<file path="src/rtl/core/ttsi_pkg.sv">
// Shared types, constants and character decode for the text-to-integer core.
// No dependencies; imported by every module under rtl/core.
package ttsi_pkg;

    // Datapath sizing
    localparam int VALUE_WIDTH     = 64;
    localparam int POSITION_WIDTH  = 12;
    localparam int RADIX_WIDTH     = 6;
    localparam int CHAR_WIDTH      = 8;
    localparam int DIGIT_WIDTH     = 6;
    localparam int OUT_VALUE_WIDTH = 64;
    localparam int STATUS_WIDTH    = 2;
    localparam int OFFSET_WIDTH    = 12;
    localparam int S_TDATA_WIDTH   = 8;
    localparam int M_TDATA_WIDTH   = 80;
    localparam int M_FIELD_WIDTH   = OUT_VALUE_WIDTH + STATUS_WIDTH + OFFSET_WIDTH;
    localparam int M_PAD_WIDTH     = M_TDATA_WIDTH - M_FIELD_WIDTH;
    // Multiply-add result: accumulator times a base below 64, plus a digit
    localparam int PROD_WIDTH      = VALUE_WIDTH + RADIX_WIDTH + 1;

    localparam logic [VALUE_WIDTH-1:0]    VALUE_MAX = {1'b0, {(VALUE_WIDTH-1){1'b1}}};
    localparam logic [POSITION_WIDTH-1:0] POS_MAX   = {POSITION_WIDTH{1'b1}};

    // Bases
    localparam logic [RADIX_WIDTH-1:0] RADIX_RESET = RADIX_WIDTH'(10);
    localparam logic [RADIX_WIDTH-1:0] BASE_AUTO   = RADIX_WIDTH'(0);
    localparam logic [RADIX_WIDTH-1:0] BASE_MIN    = RADIX_WIDTH'(2);
    localparam logic [RADIX_WIDTH-1:0] BASE_OCT    = RADIX_WIDTH'(8);
    localparam logic [RADIX_WIDTH-1:0] BASE_DEC    = RADIX_WIDTH'(10);
    localparam logic [RADIX_WIDTH-1:0] BASE_HEX    = RADIX_WIDTH'(16);
    localparam logic [RADIX_WIDTH-1:0] BASE_MAX    = RADIX_WIDTH'(36);

    // Digit code for a byte that is no digit in any base
    localparam logic [DIGIT_WIDTH-1:0] DIGIT_NONE  = {DIGIT_WIDTH{1'b1}};

    // Character codes
    localparam logic [CHAR_WIDTH-1:0] CH_TAB     = 8'h09;
    localparam logic [CHAR_WIDTH-1:0] CH_CR      = 8'h0D;
    localparam logic [CHAR_WIDTH-1:0] CH_SPACE   = 8'h20;
    localparam logic [CHAR_WIDTH-1:0] CH_PLUS    = 8'h2B;
    localparam logic [CHAR_WIDTH-1:0] CH_MINUS   = 8'h2D;
    localparam logic [CHAR_WIDTH-1:0] CH_ZERO    = 8'h30;
    localparam logic [CHAR_WIDTH-1:0] CH_NINE    = 8'h39;
    localparam logic [CHAR_WIDTH-1:0] CH_UPPER_A = 8'h41;
    localparam logic [CHAR_WIDTH-1:0] CH_UPPER_X = 8'h58;
    localparam logic [CHAR_WIDTH-1:0] CH_UPPER_Z = 8'h5A;
    localparam logic [CHAR_WIDTH-1:0] CH_LOWER_A = 8'h61;
    localparam logic [CHAR_WIDTH-1:0] CH_LOWER_X = 8'h78;
    localparam logic [CHAR_WIDTH-1:0] CH_LOWER_Z = 8'h7A;
    localparam logic [CHAR_WIDTH-1:0] ALPHA_BIAS = 8'd10;

    // Result status codes
    localparam logic [STATUS_WIDTH-1:0] ST_OK      = 2'd0;
    localparam logic [STATUS_WIDTH-1:0] ST_INVALID = 2'd1;
    localparam logic [STATUS_WIDTH-1:0] ST_RANGE   = 2'd2;

    // Digit progress of the string being parsed
    typedef enum logic [1:0] {
        DS_NONE = 2'd0,
        DS_OK   = 2'd1,
        DS_OVER = 2'd2
    } digit_status_t;

    // One input beat after the input register
    typedef struct packed {
        logic [CHAR_WIDTH-1:0] char_code;
        logic                  last;
    } ttsi_beat_t;

    // Parse state handed to the result stage on the final byte
    typedef struct packed {
        logic                      negative;
        logic [VALUE_WIDTH-1:0]    accum;
        digit_status_t             dstat;
        logic [POSITION_WIDTH-1:0] end_pos;
    } ttsi_final_t;

    // Map a byte to its digit value 0..35, or DIGIT_NONE
    function automatic logic [DIGIT_WIDTH-1:0] char_digit(input logic [CHAR_WIDTH-1:0] c);
        logic [DIGIT_WIDTH-1:0] d;
        d = DIGIT_NONE;
        if (c >= CH_ZERO && c <= CH_NINE) begin
            d = DIGIT_WIDTH'(c - CH_ZERO);
        end else if (c >= CH_UPPER_A && c <= CH_UPPER_Z) begin
            d = DIGIT_WIDTH'(c - CH_UPPER_A + ALPHA_BIAS);
        end else if (c >= CH_LOWER_A && c <= CH_LOWER_Z) begin
            d = DIGIT_WIDTH'(c - CH_LOWER_A + ALPHA_BIAS);
        end
        return d;
    endfunction

    // Blank characters: space, tab, LF, VT, FF, CR
    function automatic logic char_is_space(input logic [CHAR_WIDTH-1:0] c);
        return (c == CH_SPACE) || (c >= CH_TAB && c <= CH_CR);
    endfunction

endpackage

</file>
<file path="src/rtl/core/text_to_signed_integer_core.sv">
// Top level of the streaming text-to-signed-integer converter.
// Instantiates ttsi_in_reg, ttsi_parser and ttsi_result; uses ttsi_pkg.
//
// Usage:
//   The slave stream carries a string one byte per beat (s_tdata[7:0]),
//   with s_tlast on the final byte. Blanks are skipped, an optional sign is
//   read, a 0x/0X or leading-zero prefix picks the base when allowed, and
//   digits are accumulated. One result beat follows each string on the
//   master stream: value, status (ok, invalid, out of range) and the byte
//   count through the last digit. Overflow saturates the value.
//   The cfg channel writes the 6-bit radix (0 auto, 2..36 fixed), always ready;
//   write only between strings (not enforced by the block). Reset radix is 10.
// Throughput and result path:
//   One byte per cycle, sustained, unless a final byte waits on a full
//   result stage. The per-byte multiply-add and range compare on the
//   accumulator form the feedback loop that sets this. Once its final byte
//   is accepted, a result passes the input, result hold and output registers.
// Reset and stalls:
//   Reset empties all stages, clears the parse and restores radix 10.
//   While m_tready is low the result and one more held result stay put;
//   non-final bytes keep flowing, and a further final byte waits.
module text_to_signed_integer_core
    import ttsi_pkg::*;
(
    input  logic                     aclk,
    input  logic                     aresetn,
    input  logic                     s_tvalid,
    output logic                     s_tready,
    input  logic [S_TDATA_WIDTH-1:0] s_tdata,   // [7:0] char_code
    input  logic                     s_tlast,   // last
    output logic                     m_tvalid,
    input  logic                     m_tready,
    output logic [M_TDATA_WIDTH-1:0] m_tdata,   // [63:0] value, [65:64] status,
                                                // [77:66] end_offset, [79:78] zero
    input  logic                     cfg_valid,
    output logic                     cfg_ready,
    input  logic [RADIX_WIDTH-1:0]   cfg_data   // [5:0] radix
);

    logic                   radix_wr;
    logic [RADIX_WIDTH-1:0] radix_val_reg;
    logic [RADIX_WIDTH-1:0] radix_val_next;
    logic                   in_valid;
    ttsi_beat_t             in_beat;
    logic                   in_take;
    logic                   fin_valid;
    logic                   fin_ready;
    ttsi_final_t            fin_data;

    // Radix register, written on each configuration beat
    assign cfg_ready      = 1'b1;
    assign radix_wr       = cfg_valid && cfg_ready;
    assign radix_val_next = radix_wr ? cfg_data : radix_val_reg;

    always_ff @(posedge aclk) begin
        if (!aresetn) begin
            radix_val_reg <= RADIX_RESET;
        end else begin
            radix_val_reg <= radix_val_next;
        end
    end

    ttsi_in_reg u_in_reg (
        .aclk     (aclk),
        .aresetn  (aresetn),
        .s_tvalid (s_tvalid),
        .s_tready (s_tready),
        .s_tdata  (s_tdata),
        .s_tlast  (s_tlast),
        .in_valid (in_valid),
        .in_beat  (in_beat),
        .in_take  (in_take)
    );

    ttsi_parser u_parser (
        .aclk      (aclk),
        .aresetn   (aresetn),
        .radix     (radix_val_reg),
        .in_valid  (in_valid),
        .in_beat   (in_beat),
        .in_take   (in_take),
        .fin_ready (fin_ready),
        .fin_valid (fin_valid),
        .fin_data  (fin_data)
    );

    ttsi_result u_result (
        .aclk      (aclk),
        .aresetn   (aresetn),
        .fin_valid (fin_valid),
        .fin_data  (fin_data),
        .fin_ready (fin_ready),
        .m_tvalid  (m_tvalid),
        .m_tready  (m_tready),
        .m_tdata   (m_tdata)
    );

    // No status code beyond out of range
    assert property (@(posedge aclk) disable iff (!aresetn)
        m_tvalid |-> (m_tdata[65:64] != 2'd3))
        else $error("ttsi: undefined status code");

    // Invalid results carry a zero value and a zero offset
    assert property (@(posedge aclk) disable iff (!aresetn)
        (m_tvalid && m_tdata[65:64] == ST_INVALID)
            |-> (m_tdata[63:0] == '0 && m_tdata[77:66] == '0))
        else $error("ttsi: invalid result with non-zero fields");

    // Out-of-range results sit at one of the saturation limits
    assert property (@(posedge aclk) disable iff (!aresetn)
        (m_tvalid && m_tdata[65:64] == ST_RANGE)
            |-> (m_tdata[63:0] == OUT_VALUE_WIDTH'(signed'(VALUE_MAX))
                 || m_tdata[63:0] == OUT_VALUE_WIDTH'(signed'(~VALUE_MAX))))
        else $error("ttsi: out-of-range value not saturated");

    // A held byte that is not consumed stays in the input register
    assert property (@(posedge aclk) disable iff (!aresetn)
        (in_valid && !in_take) |=> (in_valid && $stable(in_beat)))
        else $error("ttsi: held input byte lost");

endmodule

</file>
<file path="src/rtl/core/ttsi_in_reg.sv">
// Input beat register for the text-to-integer core.
// Depends on ttsi_pkg for the beat type.
module ttsi_in_reg
    import ttsi_pkg::*;
(
    input  logic                     aclk,
    input  logic                     aresetn,
    input  logic                     s_tvalid,
    output logic                     s_tready,
    input  logic [S_TDATA_WIDTH-1:0] s_tdata,   // [7:0] char_code
    input  logic                     s_tlast,   // last
    output logic                     in_valid,
    output ttsi_beat_t               in_beat,
    input  logic                     in_take
);

    logic       valid_reg;
    logic       valid_next;
    ttsi_beat_t beat_reg;

    // Refill whenever the held beat is empty or consumed this cycle
    assign s_tready = !valid_reg || in_take;

    always_comb begin
        valid_next = valid_reg;
        if (s_tready) begin
            valid_next = s_tvalid;
        end
    end

    always_ff @(posedge aclk) begin
        if (!aresetn) begin
            valid_reg <= 1'b0;
        end else begin
            valid_reg <= valid_next;
        end
    end

    // Capture the payload on each accepted beat
    always_ff @(posedge aclk) begin
        if (s_tvalid && s_tready) begin
            beat_reg.char_code <= s_tdata[CHAR_WIDTH-1:0];
            beat_reg.last      <= s_tlast;
        end
    end

    assign in_valid = valid_reg;
    assign in_beat  = beat_reg;

endmodule

</file>
<file path="src/rtl/core/ttsi_parser.sv">
// Parse state machine and digit accumulator of the text-to-integer core.
// Depends on ttsi_pkg for types, codes and character decode.
module ttsi_parser
    import ttsi_pkg::*;
(
    input  logic                   aclk,
    input  logic                   aresetn,
    input  logic [RADIX_WIDTH-1:0] radix,
    input  logic                   in_valid,
    input  ttsi_beat_t             in_beat,
    output logic                   in_take,
    input  logic                   fin_ready,
    output logic                   fin_valid,
    output ttsi_final_t            fin_data
);

    typedef enum logic [4:0] {
        PH_SPACE  = 5'b00001,
        PH_START  = 5'b00010,
        PH_ZERO   = 5'b00100,
        PH_DIGITS = 5'b01000,
        PH_DONE   = 5'b10000
    } phase_t;

    phase_t                    phase_reg,   phase_next;
    logic                      neg_reg,     neg_next;
    logic [VALUE_WIDTH-1:0]    acc_reg,     acc_next;
    digit_status_t             dstat_reg,   dstat_next;
    logic [RADIX_WIDTH-1:0]    base_reg,    base_next;
    logic [POSITION_WIDTH-1:0] pos_reg,     pos_next;
    logic [POSITION_WIDTH-1:0] end_pos_reg, end_pos_next;

    logic [CHAR_WIDTH-1:0]     c;
    logic [DIGIT_WIDTH-1:0]    digit;
    logic [POSITION_WIDTH-1:0] pos_inc;
    logic [RADIX_WIDTH-1:0]    start_base;
    logic [RADIX_WIDTH-1:0]    feed_base;
    logic [PROD_WIDTH-1:0]     prod;
    logic [PROD_WIDTH-1:0]     limit;
    logic                      start_now;
    logic                      feed_now;

    assign c       = in_beat.char_code;
    assign digit   = char_digit(c);
    assign pos_inc = (pos_reg == POS_MAX) ? pos_reg : pos_reg + 1'b1;

    // A final byte waits until the result stage can hold it
    assign in_take   = in_valid && (!in_beat.last || fin_ready);
    assign fin_valid = in_take && in_beat.last;

    // Base used when a number starts with a fixed or decimal default
    assign start_base = (radix == BASE_AUTO) ? BASE_DEC : radix;

    // Multiply-add of the next digit and the signed range limit
    assign prod  = PROD_WIDTH'(acc_reg) * PROD_WIDTH'(feed_base) + PROD_WIDTH'(digit);
    assign limit = PROD_WIDTH'(VALUE_MAX) + PROD_WIDTH'(neg_reg);

    // Next parse state for the byte held in the input register
    always_comb begin
        phase_next   = phase_reg;
        neg_next     = neg_reg;
        acc_next     = acc_reg;
        dstat_next   = dstat_reg;
        base_next    = base_reg;
        pos_next     = pos_reg;
        end_pos_next = end_pos_reg;
        start_now    = 1'b0;
        feed_now     = 1'b0;
        feed_base    = base_reg;

        unique case (phase_reg)
            PH_SPACE: begin
                if (char_is_space(c)) begin
                    pos_next = pos_inc;
                end else if (c == CH_MINUS || c == CH_PLUS) begin
                    neg_next   = (c == CH_MINUS);
                    pos_next   = pos_inc;
                    phase_next = PH_START;
                end else begin
                    start_now = 1'b1;
                end
            end
            PH_START: begin
                start_now = 1'b1;
            end
            PH_ZERO: begin
                if (c == CH_LOWER_X || c == CH_UPPER_X) begin
                    base_next  = BASE_HEX;
                    pos_next   = pos_inc;
                    phase_next = PH_DIGITS;
                end else begin
                    feed_base  = (base_reg == BASE_AUTO) ? BASE_OCT : base_reg;
                    base_next  = feed_base;
                    phase_next = PH_DIGITS;
                    feed_now   = 1'b1;
                end
            end
            PH_DIGITS: begin
                feed_now = 1'b1;
            end
            PH_DONE: begin
            end
            default: begin
            end
        endcase

        // First byte of the number: leading zero, bad base or first digit
        if (start_now) begin
            if ((radix == BASE_AUTO || radix == BASE_HEX) && c == CH_ZERO) begin
                base_next    = radix;
                pos_next     = pos_inc;
                dstat_next   = DS_OK;
                acc_next     = '0;
                end_pos_next = pos_inc;
                phase_next   = PH_ZERO;
            end else if (start_base < BASE_MIN || start_base > BASE_MAX) begin
                phase_next = PH_DONE;
            end else begin
                base_next  = start_base;
                phase_next = PH_DIGITS;
                feed_now   = 1'b1;
                feed_base  = start_base;
            end
        end

        // Take a digit, or stop on the first byte that is not one
        if (feed_now) begin
            if (feed_base < BASE_MIN || RADIX_WIDTH'(digit) >= feed_base) begin
                phase_next = PH_DONE;
            end else begin
                if (dstat_reg == DS_OVER || prod > limit) begin
                    dstat_next = DS_OVER;
                end else begin
                    dstat_next = DS_OK;
                    acc_next   = prod[VALUE_WIDTH-1:0];
                end
                pos_next     = pos_inc;
                end_pos_next = pos_inc;
            end
        end
    end

    assign fin_data.negative = neg_next;
    assign fin_data.accum    = acc_next;
    assign fin_data.dstat    = dstat_next;
    assign fin_data.end_pos  = end_pos_next;

    // Advance on each taken byte; return to the idle parse after the final one
    always_ff @(posedge aclk) begin
        if (!aresetn) begin
            phase_reg   <= PH_SPACE;
            neg_reg     <= 1'b0;
            acc_reg     <= '0;
            dstat_reg   <= DS_NONE;
            base_reg    <= BASE_AUTO;
            pos_reg     <= '0;
            end_pos_reg <= '0;
        end else if (in_take) begin
            if (in_beat.last) begin
                phase_reg   <= PH_SPACE;
                neg_reg     <= 1'b0;
                acc_reg     <= '0;
                dstat_reg   <= DS_NONE;
                base_reg    <= BASE_AUTO;
                pos_reg     <= '0;
                end_pos_reg <= '0;
            end else begin
                phase_reg   <= phase_next;
                neg_reg     <= neg_next;
                acc_reg     <= acc_next;
                dstat_reg   <= dstat_next;
                base_reg    <= base_next;
                pos_reg     <= pos_next;
                end_pos_reg <= end_pos_next;
            end
        end
    end

endmodule

</file>
<file path="src/rtl/core/ttsi_result.sv">
// Result stage of the text-to-integer core: holds the final parse state,
// then forms value, status and offset into the output register. Uses ttsi_pkg.
module ttsi_result
    import ttsi_pkg::*;
(
    input  logic                     aclk,
    input  logic                     aresetn,
    input  logic                     fin_valid,
    input  ttsi_final_t              fin_data,
    output logic                     fin_ready,
    output logic                     m_tvalid,
    input  logic                     m_tready,
    output logic [M_TDATA_WIDTH-1:0] m_tdata   // [63:0] value, [65:64] status,
                                               // [77:66] end_offset, [79:78] zero
);

    logic                     hold_valid_reg;
    logic                     hold_valid_next;
    ttsi_final_t              hold_reg;
    logic                     out_valid_reg;
    logic                     out_valid_next;
    logic [M_TDATA_WIDTH-1:0] out_data_reg;
    logic                     out_free;

    logic [VALUE_WIDTH-1:0]   val;
    logic [STATUS_WIDTH-1:0]  status;
    logic [OFFSET_WIDTH-1:0]  offset;

    // Each stage refills when empty or when its beat moves on
    assign out_free  = !out_valid_reg || m_tready;
    assign fin_ready = !hold_valid_reg || out_free;

    always_comb begin
        hold_valid_next = hold_valid_reg;
        out_valid_next  = out_valid_reg;
        if (fin_ready) begin
            hold_valid_next = fin_valid;
        end
        if (out_free) begin
            out_valid_next = hold_valid_reg;
        end
    end

    // Decode the digit progress into the reported result
    always_comb begin
        unique case (hold_reg.dstat)
            DS_OVER: begin
                val    = hold_reg.negative ? ~VALUE_MAX : VALUE_MAX;
                status = ST_RANGE;
                offset = OFFSET_WIDTH'(hold_reg.end_pos);
            end
            DS_OK: begin
                val    = hold_reg.negative ? (~hold_reg.accum + 1'b1) : hold_reg.accum;
                status = ST_OK;
                offset = OFFSET_WIDTH'(hold_reg.end_pos);
            end
            default: begin
                val    = '0;
                status = ST_INVALID;
                offset = '0;
            end
        endcase
    end

    always_ff @(posedge aclk) begin
        if (!aresetn) begin
            hold_valid_reg <= 1'b0;
            out_valid_reg  <= 1'b0;
        end else begin
            hold_valid_reg <= hold_valid_next;
            out_valid_reg  <= out_valid_next;
        end
    end

    // Payload registers
    always_ff @(posedge aclk) begin
        if (fin_ready && fin_valid) begin
            hold_reg <= fin_data;
        end
        if (out_free && hold_valid_reg) begin
            out_data_reg <= {{M_PAD_WIDTH{1'b0}}, offset, status,
                             OUT_VALUE_WIDTH'(signed'(val))};
        end
    end

    assign m_tvalid = out_valid_reg;
    assign m_tdata  = out_data_reg;

endmodule
</file>
<file path="config.mk">
export PLATFORM = sky130hd
export DESIGN_NAME = text_to_signed_integer_core
export DESIGN_NICKNAME = d
export VERILOG_FILES = /design/src/rtl/core/ttsi_pkg.sv /design/src/rtl/core/text_to_signed_integer_core.sv /design/src/rtl/core/ttsi_in_reg.sv /design/src/rtl/core/ttsi_parser.sv /design/src/rtl/core/ttsi_result.sv
export SDC_FILE = /design/constraint.sdc
export NUM_CORES = 2
export LEC_CHECK = 0
export ABC_CLOCK_PERIOD_IN_PS = 19400
export BUFFER_PORTS_ARGS = -buffer_cell sky130_fd_sc_hd__buf_2
export CELL_PAD_IN_SITES_DETAIL_PLACEMENT = 2
export CELL_PAD_IN_SITES_GLOBAL_PLACEMENT = 2
export CORE_MARGIN = 10
export CORE_UTILIZATION = 44
export CTS_BUF_LIST = sky130_fd_sc_hd__clkbuf_16
export DETAILED_ROUTE_END_ITERATION = 7
export GPL_TIMING_DRIVEN = 0
export HOLD_SLACK_MARGIN = 0.03
export PLACE_DENSITY_LB_ADDON = 0.1
export SYNTH_ARGS = -nofsm -noshare
export SYNTH_HDL_FRONTEND = slang
export SYNTH_SLANG_ARGS = --single-unit
</file>
<file path="constraint.sdc">
create_clock -name aclk -period 19.4 [get_ports aclk]
set_input_delay 2.91 -clock aclk [delete_from_list [all_inputs] [get_ports aclk]]
set_output_delay 2.91 -clock aclk [all_outputs]
set_load 0.02 [all_outputs]
</file>
# == After elaboration in Yosys (flattened, before gate mapping) ==
# Index checks and enable logic that the tools add are counted.
# word_totals
regBits,277
inputBits,20
out_inout_bits,83
elab_cells,154
# classes
add_sub_neg,9
n_mul,1
n_lt_le_gt_ge,13
eq_ne,15
n_mux,68
n_bitwise,1
n_reduce_logical,28
# ops
cell,count
2-to-1 mux 64 bit,8
2-to-1 mux 12 bit,14
case mux 64 bit (2 select lines),1
2-to-1 mux 6 bit,16
adder 70 x 6 -> 71 bit,1
greater-than comparator 71 bit,1
multiplier 64 x 6 -> 70 bit,1
adder 63 x 1 -> 64 bit (first input constant),1
adder 64 x 1 -> 64 bit (second input constant),1
inverter 64 bit,1
2-to-1 mux 5 bit,8
== test 8 x 6 -> 1 bit (second input constant),4
case mux 12 bit (2 select lines),1
== test 8 x 7 -> 1 bit (second input constant),2
>= comparator 8 x 7 -> 1 bit (second input constant),2
less-or-equal comparator 8 x 7 -> 1 bit (second input constant),2
adder 12 x 1 -> 12 bit (second input constant),1
adder 6 x 4 -> 6 bit (second input constant),2
== test 12 bit (second input constant),1
logical NOT 6 bit,2
< comparator 6 x 2 -> 1 bit (second input constant),2
2-to-1 mux 2 bit,6
subtractor 6 bit (second input constant),2
logical OR 1 bit,11
other kinds (21),44

# == Depth between registers and ports, before layout ==
# depth
ltp_word,15
ltp_mapped,44
mapped_depth_nobuf,39

# == Cells and area by module ==
# From an unflattened synthesis, not the netlist that was laid out.
# unflattened
hier_cells,3092
area_unflattened_um2,28134.5
# by_module_without_submodules
module,n_inst,cells_per_inst,area_each_um2,seq_area_each_um2
ttsi_parser,1,2501,20368.3,2042.0
ttsi_result,1,556,7203.2,4754.6
ttsi_in_reg,1,14,327.8,290.3
text_to_signed_integer_core,1,21,235.2,120.1

# == Worst setup path after synthesis ==
# No wires, ideal clock.
# synth_path
path_kind,reg-to-reg
from,"register u_in_reg.beat_reg, in the netlist u_in_reg.in_beat[5]"
to,register u_result.hold_reg[69] in the netlist's numbering (data pin)
setup_time_ns,0.262
t_arrival_ns,9.636
required_ns,19.138
setup_slack_ns,9.502
stages_incl_launch_ff,41
n_path_buf,4
period_less_slack_ns,9.898
path_cell_list,edfxtp_1 inv_1 ha_1 a21o_1 a22o_1 a31oi_1 o211ai_1 a211oi_1 clkbuf_1 mux2_2 clkbuf_1 and2_1 fa_1 inv_1 fa_1 inv_1 fa_1 inv_1 [5 not listed] a2111oi_2 o2111a_1 o21ai_1 a2111oi_0 o21a_1 nor2_1 ha_1 a21o_1 a21o_1 a21oi_1 o21ai_0 o221a_2 a211oi_1 nand2_1 or3_1 buf_2 buf_4 mux2_1
# synth_lines
element,line,source
"start, declared",ttsi_in_reg.sv:19,ttsi_beat_t beat_reg;
"end signal, assigned",ttsi_result.sv:78,hold_reg <= fin_data;
"end, declared",ttsi_result.sv:19,ttsi_final_t hold_reg;

# == Final worst setup path ==
# layout_path
from,"register u_in_reg.beat_reg, in the netlist u_in_reg.in_beat[6]"
to,register u_parser.acc_reg[23]
# layout_between
elab_chain_cells,15
word_cells_on_any_way,56
classes_between,6 x add/sub; 1 x mul; 11 x order compare; 6 x eq/ne; 22 x mux; 10 x reduce/logical
# layout_rtl
element,line,source
branches (longest 13 deep; another with adder 70 x 6 -> 71 bit),--,
2-to-1 mux 64 bit *,ttsi_parser.sv:127,if (feed_now) begin
2-to-1 mux 64 bit *,ttsi_parser.sv:159,if (in_beat.last) begin
"end signal, assigned",ttsi_parser.sv:170,acc_reg <= acc_next;
"end, declared",ttsi_parser.sv:27,"logic [VALUE_WIDTH-1:0] acc_reg, acc_next;"
# Every way passes the cells marked *.
# A chain may end at the register's enable or synchronous reset.

==> metrics.md <==
| Metric | Value |
|---|---|
| Cell count after synthesis | around 3.5k |
| Insertion delay to the later sink of the worst-skew pair | 0.59 ns |
| Final net count | 4136 |
| Vias in the first global route | 32.1k |
| Max VDD drop | 57.6 uV |
| Xor/xnor share of the synthesized area | 0.0219 |
| Status | finished, violations left |
| Initial DRC count | 2163 |
| Hold WC Path Type | flip-flop to flip-flop |
| Total clock buffers created by CTS | 35 |
| Per-cell routed wire length | 30.0 microns |
| Post-route setup TNS | 0 ns |
| # IOs | 103 |
| Required @ worst endpoint | 19.82 ns |
| DR pass1 iterations | 6 |
| GRT overflow | 0 |
| Post-Synth Simple-Gate Area | 0.215 |
| Mapped Area | slightly above 0.03 sq mm |
| Post-CTS Hold Fix Bufs | 0 |
| Sequential share of power | 0.406 |
| # Max-Cap Violations | 1 |
| Seq/Total Area, Yosys | 0.237 |
| Startpoint Class | flip-flop |
| Largest net degree at the start of global routing | 66 |
| First-pass GRT wire length | 208000 microns |
| YS warnings | 0 |
| Min Tclk post-route | 15.32 ns |
| Area delta synth->final | 9.63% |
| Max Slew Vio Count | 11 |
| Core Area | 0.0686 sq mm |
| Rel. slew slack | -0.0210 |
| Max reg flops | 79 |
| Worst-path clk slew | 0.06 ns |
| Setup Skew | approximately 0.037 ns |
| Leakage | around 15 nW |
| Violated checks | capacitance limit, slew limit |
| WS Path Type | flip-flop to flip-flop |
| Final HPWL DP | roughly 110000 microns |
| Crit path top cell by count | clkbuf_1 |
| Critical Path End Type | flip-flop |
| GRT Util Overall | 0.335 |
| Die Area | 0.0801 sq mm |
| Arrival time worst endpoint | 15.73 ns |
| CTS Buffer Depth | 3 |
| Reg2reg start | u_in_reg.in_beat[6] |
| Int Power | approximately 1.1 mW |
| Ys async rst share | 0 |
| Root Driver | clkbuf_16 |
| Switching power | 0.519 mW |
| Via count | 28.9k |
| Compound-Gate Fraction of Synth Area | 0.162 |
| Final Hold Viols | 0 |
| Synth Area in Adders | 0.262 |
| Post-synthesis mux area share | 0.0412 |
| Layout cells sized above 1 | 0.0673 |
| Routability cong. | between 0.9 and 1 |
| Clock Power Share | 0.429 |
| Avg Cell Area, Syn | 8.73 sq um |
| Row count | 96 |
| Routed WL | 138000 microns |
| Worst-margin pin slew | around 1.5 ns |
| Finished Cell Area | around 0.033 sq mm |
| EDFF count, synth | 166 |
| Starting Density | 0.444 |
| Count of input and output buffers | 98 |
| Critical path's largest stage delay | 1.11 ns |
| Initial antenna violation count | 13 |
| Post-synth cell types | 87 |
| Share of total power in combinational logic | 0.165 |
| Yosys reg bits | 277 |
| Die X | between 200 and 300 microns |
| Synth Flop Type | edfxtp_1 |
| H-tree depth | 2 |
| Placement Cell Area | 0.0322 sq mm |
| Period utilization | 0.790 |
| Drt via density | 6.29 |
| Worst setup path start | u_in_reg.in_beat[6] |
| Resized cells post-CTS | 0 |
| Post-CTS Setup Bufs | 0 |
| Final setup vio count | 0 |
| Net Sw Frac | 0.323 |
| Hold Path Origin | u_parser.end_pos_reg[0] |
| RSZ-0062 raised after global routing | false |
| Clk sinks | between 200 and 300 |
| PD cells | 48.2 mW/mm^2 |
| Antenna Nets Post-Route | 0 |
| CTS tree | built |
| Fin util | 0.487 |
| CP max stage cell | clkbuf_1 |
| Vert. Die Dim | 283 microns |
| Fmax | 65.3 MHz |
| DRC violation count after routing | 0 |
| Critical Path Fanout Max | 11 |
| Largest family of logic cells by synthesized area | adder cells |
-- cell type report --
class,count,area (sq um)
Antenna cell,4,10.0
Buffer,240,980
Clock buffer,35,876
Clock inverter,27,270
Fill cell,7522,35200
Inverter,237,890
Multi-Input combinational cell,2736,21400
Sequential cell,277,7210
Tap cell,931,1160
Timing Repair Buffer,103,581
-- worst max-delay path: cells and delay by family, from the launching register on --
family	cells	cell delay, ns
adders and majority gates	7	2.67
xor gates and xnor gates	1	0.57
muxes	1	0.27
and+or+nand+nor	9	3.11
AOI/OAI and AO/OA	13	3.93
DFF	1	0.58
buffers and inverters	8	3.94
-- worst paths after layout --
| kind | cells after the start | to | slack [ns] |
|---|---|---|---|
| worst min-delay path | 2 | u_parser.end_pos_reg[0] | 0.47 |
| worst max register to register | 39 | u_parser.acc_reg[23] | 4.08 |
| worst min register to register | 2 | u_parser.end_pos_reg[0] | 0.47 |
| worst max-delay path | 39 | u_parser.acc_reg[23] | 4.08 |
-- cell families after synthesis --
group / Yosys count
and+or+nand+nor: 1315
other: 2
buffers and inverters: 477
muxes: 115
AOI/OAI and AO/OA: 741
xor gates and xnor gates: 76
DFF: 277
adders and majority gates: 486
-- routing by layer --
metal,vias up,wire (microns),global-route usage
met1,15000,56200,0.416
met4,8,7200,0.165
met3,349,9360,0.0552
met2,1072,64900,0.559
met5,-,57,0
li1,12500,-,-
-- per-stage QoR --
stage          hold WS [ns]  worst slack [ns]  power (mW)  std cells
2_1_floorplan         0.444              9.50       0.802       3490
3_3_place_gp          0.456              4.67       0.903       4519
3_5_place_dp          0.467              4.75       0.920       4524
4_1_cts               0.476              4.59        1.60       4586
5_1_grt               0.507              3.89        1.64       4586
6_report              0.471              4.08        1.61       4590
-- power by group through the flow --
stage	Clock [mW]	Sequential, mW	Combinational, mW
floorplan	0	0.664	0.138
global placement	0	0.665	0.238
detailed placement	0	0.665	0.255
CTS	0.692	0.653	0.258
global route	0.712	0.655	0.278
finish	0.690	0.653	0.265
-- layout by cell type (no fill, tap or decap), drive strengths merged, types with 32 or more instances in the layout --
cell	synthesis	final
a21o	50	50
a21oi	225	225
a31o	51	51
and2	254	254
buf	57	159
clkbuf	183	218
dfxtp	111	111
edfxtp	166	166
fa	252	252
ha	234	234
inv	237	244
mux2	83	83
mux2i	32	32
nand2	401	401
nand3	78	78
nand4	60	60
nor2	239	239
nor2b	90	90
nor3	61	61
o211ai	39	39
o21ai	127	127
o41ai	46	46
xnor2	34	34
xor2	42	42
-- synthesized netlist by cell type, types with 44 or more instances --
| cell type | number | area (sq um) |
|---|---|---|
| a21o_1 | 50 | 375 |
| a21oi_1 | 225 | 1130 |
| and2_1 | 254 | 1590 |
| clkbuf_1 | 183 | 687 |
| dfxtp_1 | 111 | 2220 |
| edfxtp_1 | 166 | 4980 |
| fa_1 | 252 | 5040 |
| ha_1 | 234 | 2930 |
| inv_1 | 236 | 886 |
| mux2_1 | 44 | 495 |
| nand2_1 | 401 | 1510 |
| nand3_1 | 78 | 390 |
| nand4_1 | 60 | 375 |
| nor2_1 | 239 | 897 |
| nor2b_1 | 90 | 563 |
| nor3_1 | 60 | 300 |
| o21ai_0 | 114 | 571 |
| o41ai_1 | 46 | 403 |
(Power assumes the default switching activity.)
